<file path="config.mk">
export PLATFORM = sky130hd
export DESIGN_NAME = gcd_ctrl
export DESIGN_NICKNAME = d
export VERILOG_FILES = /design/src/hw/rtl/gcd_pkg.sv /design/src/hw/rtl/gcd_ctrl.sv
export SDC_FILE = /design/constraint.sdc
export NUM_CORES = 1
export LEC_CHECK = 0
export ABC_AREA = 1
export BUFFER_PORTS_ARGS = -buffer_cell sky130_fd_sc_hd__buf_2
export CAP_MARGIN = 20
export CORE_AREA = 3 3 40 42
export DETAILED_ROUTE_END_ITERATION = 12
export DIE_AREA = 0 0 43 45
export MAX_ROUTING_LAYER = met4
export PLACE_DENSITY = 0.46
export SETUP_SLACK_MARGIN = 0.15
export SLEW_MARGIN = 15
export SYNTH_ARGS = -nofsm -noshare
export SYNTH_HDL_FRONTEND = slang
export SYNTH_SLANG_ARGS = --single-unit
</file>
<file path="constraint.sdc">
create_clock -name clock -period 1.3 [get_ports clock]
set_clock_uncertainty 0.1 [all_clocks]
set_input_delay 0.13 -clock clock [delete_from_list [all_inputs] [get_ports clock]]
set_output_delay 0.13 -clock clock [all_outputs]
set_load 0.02 [all_outputs]
</file>
<file path="src/hw/rtl/gcd_pkg.sv">
// Shared constants and types for the graph cycle detector.
package gcd_pkg;
   localparam int NodesDefault = 32;

   localparam logic [1:0] ACT_SET   = 2'd0;
   localparam logic [1:0] ACT_CLR   = 2'd1;
   localparam logic [1:0] ACT_CHK   = 2'd2;
   localparam logic [1:0] ACT_CLAIM = 2'd3;

   localparam logic [1:0] MARK_WHITE = 2'd0;
   localparam logic [1:0] MARK_GRAY  = 2'd1;
   localparam logic [1:0] MARK_BLACK = 2'd2;

   // controller -> datapath
   typedef struct packed {
      logic load;      // latch item fields and apply edge write
      logic clr_marks; // whiten all marks, empty the stack
      logic root_step; // try to open the current root
      logic dfs_step;  // one scan step on the stack top
   } cmd_type;

   // datapath -> controller
   typedef struct packed {
      logic is_query;
      logic roots_done;
      logic stack_empty;
      logic found;
   } stat_type;
endpackage

</file>
<file path="src/hw/rtl/gcd_ctrl.sv">
// Controller: sequences edge writes and the DFS search.
module gcd_ctrl import gcd_pkg::*; (
   input  logic     clock,
   input  logic     reset,
   input  logic     start,
   input  stat_type stat,
   output cmd_type  cmd,
   output logic     busy,
   output logic     rsp_valid,
   output logic     rsp_has_cycle
);
   localparam logic [2:0] S_IDLE = 3'd0;
   localparam logic [2:0] S_DEC  = 3'd1;
   localparam logic [2:0] S_ROOT = 3'd2;
   localparam logic [2:0] S_DFS  = 3'd3;

   logic [2:0] state_ff, state_in;
   logic       vld_ff, vld_in, hc_ff, hc_in;

   always_comb begin
      state_in = state_ff;
      cmd = '0;
      vld_in = 1'b0;
      hc_in = hc_ff;
      case (state_ff)
         S_IDLE: begin
            if (start) begin
               cmd.load = 1'b1;
               state_in = S_DEC;
            end
         end
         S_DEC: begin
            if (stat.is_query) begin
               cmd.clr_marks = 1'b1;
               state_in = S_ROOT;
            end else state_in = S_IDLE;
         end
         S_ROOT: begin
            if (stat.roots_done) begin
               vld_in = 1'b1;
               hc_in = 1'b0;
               state_in = S_IDLE;
            end else begin
               cmd.root_step = 1'b1;
               state_in = S_DFS;
            end
         end
         S_DFS: begin
            if (stat.found) begin
               vld_in = 1'b1;
               hc_in = 1'b1;
               state_in = S_IDLE;
            end else if (stat.stack_empty) state_in = S_ROOT;
            else cmd.dfs_step = 1'b1;
         end
         default: state_in = S_IDLE;
      endcase
   end

   always_ff @(posedge clock) begin
      if (reset) begin
         state_ff <= S_IDLE;
         vld_ff <= 1'b0;
      end else begin
         state_ff <= state_in;
         vld_ff <= vld_in;
      end
      hc_ff <= hc_in;
   end

   assign busy = (state_ff != S_IDLE);
   assign rsp_valid = vld_ff;
   assign rsp_has_cycle = hc_ff;
endmodule

</file>
## After elaboration in Yosys (flattened, before gate mapping)

Cells that the tools add are included.

- Memory bits (read-only): 0
- Word-level logic and storage cells: 36
- Bits in latches: 0
- Memories: 0
- Input bits: 7
- RAM bits: 0
- Flip-flop bits (word level): 5
- Output and inout port bits: 7

- Order comparisons: 0
- Muxes and demuxes: 21
- Bitwise operators: 0
- Shift-type cells: 0
- $mul: 0
- Reduce and logical (&&, ||, !) cells: 5
- Add/subtract/negate cells: 0
- Div/mod/pow operators: 0
- Equal/unequal tests: 7

Operators by type and width:

| kind | number |
|---|---|
| $mux W1 | 13 |
| $pmux W3 S4 | 1 |
| $mux W3 | 3 |
| $eq A3 B2 Y1 const B | 2 |
| $ne A2 B2 Y1 const B | 3 |
| $mux W2 | 2 |
| $pmux W1 S2 | 2 |
| $eq A3 B1 Y1 const B | 1 |
| $logic_not A3 Y1 | 1 |
| $ne A3 B3 Y1 const B | 1 |
| $reduce_and A3 Y1 | 1 |
| $reduce_bool A3 Y1 | 1 |
| $reduce_and A2 Y1 | 1 |
| $reduce_bool A2 Y1 | 1 |

## Depth between registers and ports, before layout

- Depth after elaboration: 3
- Mapped depth: 5
- Mapped depth without buffers: 5

## Worst setup path before layout

No wires, ideal clock.

- Kind: register to output
- Start: reg state_ff[0]
- End: out cmd[3] (netlist bit)
- Buffers on the path: 0
- Cell stages (with the launch flop): 4
- Required time: 1070 ps
- Slack: 180 ps
- Data arrival time: 890 ps
- Cell sequence: dfxtp_1 > nor2_1 > inv_1 > nor2_1

RTL lines:

| what | RTL line | text |
|---|---|---|
| start: declaration | gcd_ctrl.sv:17 | `logic [2:0] state_ff, state_in;` |
| start signal: assignment | gcd_ctrl.sv:65 | `state_ff <= state_in;` |
| end: declaration | gcd_ctrl.sv:7 | `output cmd_type cmd,` |

==> metrics.csv <==
metric;value;unit
register area share after synthesis;0.393;
post-synth top area share;0.262;
hold depth;3;
Min-Delay Endpoint;rsp_valid;
Worst-Skew Late Latency;0.23;ns
CTS tree;done;
mapped cell area;229;um2
worst reg2reg path endpoint;rsp_has_cycle;
Ys Warns;0;
WP data required;1.07;ns
routed via count;268;
H-tree depth;1;
max cap viols;0;
Wirelength per Cell;8.13;um
first-pass GRT wire length;1.01;mm
Mapped Avg Cell Area;6.73;um2
EDFF count, synth;1;
initial antenna violation count;0;
drt drc;0;
final net count;61;
Max IR drop VDD;0.566;mV
DRT antenna net count;0;
fin. max-slew vios;0;
Tmin final;1.19;ns
DR iter-0 viols;3;
Clock Power Share;0.422;
Seq. cell area;97.6;um2
fillers;155;
vias in the first global route;252;
vias per cell;3.94;
combinational share of power;0.215;
Initial Utilization;0.178;
Async SR Flop Fraction;0;
clk sinks;4;
CP max stage cell;dfxtp_4;
gp weighted congestion;0.757;
utilization after layout;0.310;
worst path arrival time;0.96;ns
dominant synthesized flop cell;dfxtp_1;
leakage power;0.232;nW
#FFs+latches synth;4;
top cells by area, synth;dfxtp_1 (26%), inv_1 (18%), edfxtp_1 (13%), nand3_1 (11%), nand2_2 (8.2%);
Slowest Stage Delay on Critical Path;0.38;ns
CTS Root Cell;clkbuf_4;
worst reg2reg startpoint;state_ff[1];
Top Family by Delay on Critical Path;flip-flops;
Clock Path Buffers;2;
fin crit share;0.917;
unrepaired setup endpoints after global routing;yes;
CTS clk-pin slew, worst paths;0.04;ns
worst hold-check path type;in -> reg;
Die Wd;43;um
largest area contributor in the netlist;dfxtp_1;
reg2reg path depth;4;
Hold Path Origin;stat[0];
post-route setup TNS;0;ns
P_int;0.288;mW
Seq pwr share;0.363;
crit path max fanout;6;
Hold Fails Final Rpt;0;
CTS buffer count;3;
layout cell share with drive strength beyond 1;0.566;
GRT Resource Usage Total;0.0798;
Reg2Reg Setup Slack;0.31;ns
Pre-antenna DRT Iters;3;
Area Overhead vs Synth;73.8;%
Mapped Nets;41;
area of the multi-input gates;108;um2
Synth cell types;10;
Slew headroom;0.904;
GRT overflow;0;
most used cell, CP;nand2_2;
Top Ports;14;
CP endpoint kind;primary output;
number of port buffers;13;
Worst Setup Start Kind;register;
most common cell in the netlist;inv_1;
Tightest Pin Transition;0.143;ns
Die ar.;1940;um2
antenna cells;0;
Tot Pwr;0.403;mW
Core Region;1280;um2
largest net degree at the start of global routing;7;
Sw Pwr;0.115;mW
HPWL after DPL;416;um
Peak Freq;839;MHz
CP cell instances;nand2_2 > inv_4 > nand2_2 > inv_1 > buf_6;
final wirelength;553;um
Final Setup Violations;0;
CP Class;reg -> out;
die height;45;um
run status;finished clean;
power per cell area;1010;nW/um2
top cells by count, synth;inv_1 (11), nand3_1 (5), nand2_1 (4);
Buf/Inv on CP;3;
Cells after Synth;34;
Switching Share;0.286;
Cell Rows;13;
layer usage:
metal | part of all wire | wire length, um | track usage
met4 | 0 | 0 | 0.0361
met1 | 0.47 | 259 | 0.0867
met2 | 0.40 | 222 | 0.0958
met3 | 0.13 | 72 | 0.0757
met5 | 0 | 0 | -
power by group through the flow:
stage	registers (mW)	logic (mW)	clock network (mW)
after floorplan	0.145	0.0440	0
after global placement	0.144	0.0734	0
after detailed placement	0.145	0.0720	0
after CTS	0.146	0.0838	0.184
after global routing	0.147	0.0957	0.199
final	0.146	0.0866	0.170
registers in the layout (all words and copies together) (netlist names):
| name | count |
|---|---|
| state_ff | 2 |
| rsp_has_cycle | 1 |
| rsp_valid | 1 |
final cells by class:
cell class / instances / share of cell area
multi-input cells: 18 / 0.270
repair buffers: 15 / 0.252
flip-flops and latches: 4 / 0.245
inverters: 12 / 0.119
clock buffers: 4 / 0.0660
well taps: 15 / 0.0472
timing repair:
item,CTS,global route
hold endpoints to repair,1,0
setup buffers,1,0
endpoints found under the setup margin,5,5
pin swaps,1,1
hold buffers,1,0
resized for setup,13,4
stage by stage:
step / setup WS [ns] / instances / cell area, um2 / hold slack (ns)
after global placement: 0.230 / 62 / 313 / 0.210
after detailed placement: 0.241 / 62 / 313 / 0.216
after CTS: 0.0702 / 68 / 387 / 0.0601
final: 0.107 / 68 / 398 / 0.0683
after global routing: 0.0430 / 68 / 398 / 0.0568
after floorplan: 0.180 / 34 / 229 / 0.0924
worst min-delay path, cell delays in order:
cell and delay [ns]:
buf_2 0.12, nand2_2 0.07, a21oi_2 0.04
cell families (layout without fill, tap and decap cells):
logic type,after synthesis,count (layout),synth area share
buffers and inverters,12,31,0.202
and+or+nand+nor,15,15,0.306
DFF,4,4,0.393
AOI/OAI and AO/OA,3,3,0.0984
how the worst max path moves through the flow:
| stage | from | depth (start not counted) | slack [ns] | to |
|---|---|---|---|---|
| global placement | state_ff[1] | 4 | 0.23 | rsp_has_cycle |
| finish | state_ff[1] | 5 | 0.11 | cmd[0] |
| floorplan | state_ff[0] | 3 | 0.18 | cmd[3] |
| detailed placement | state_ff[1] | 4 | 0.24 | rsp_has_cycle |
| CTS | state_ff[1] | 4 | 0.07 | cmd[3] |
| global route | state_ff[1] | 5 | 0.04 | cmd[0] |
cells in the final DEF, fill, tap and decap left out, types with 2 or more instances in the layout:
cell type / instances
a21oi_2: 2
buf_2: 9
buf_4: 3
buf_6: 2
clkbuf_4: 3
dfxtp_4: 2
inv_1: 9
inv_2: 2
nand2_1: 4
nand2_2: 3
nand3_1: 4
Note: power is estimated with default switching activity, not from simulation.
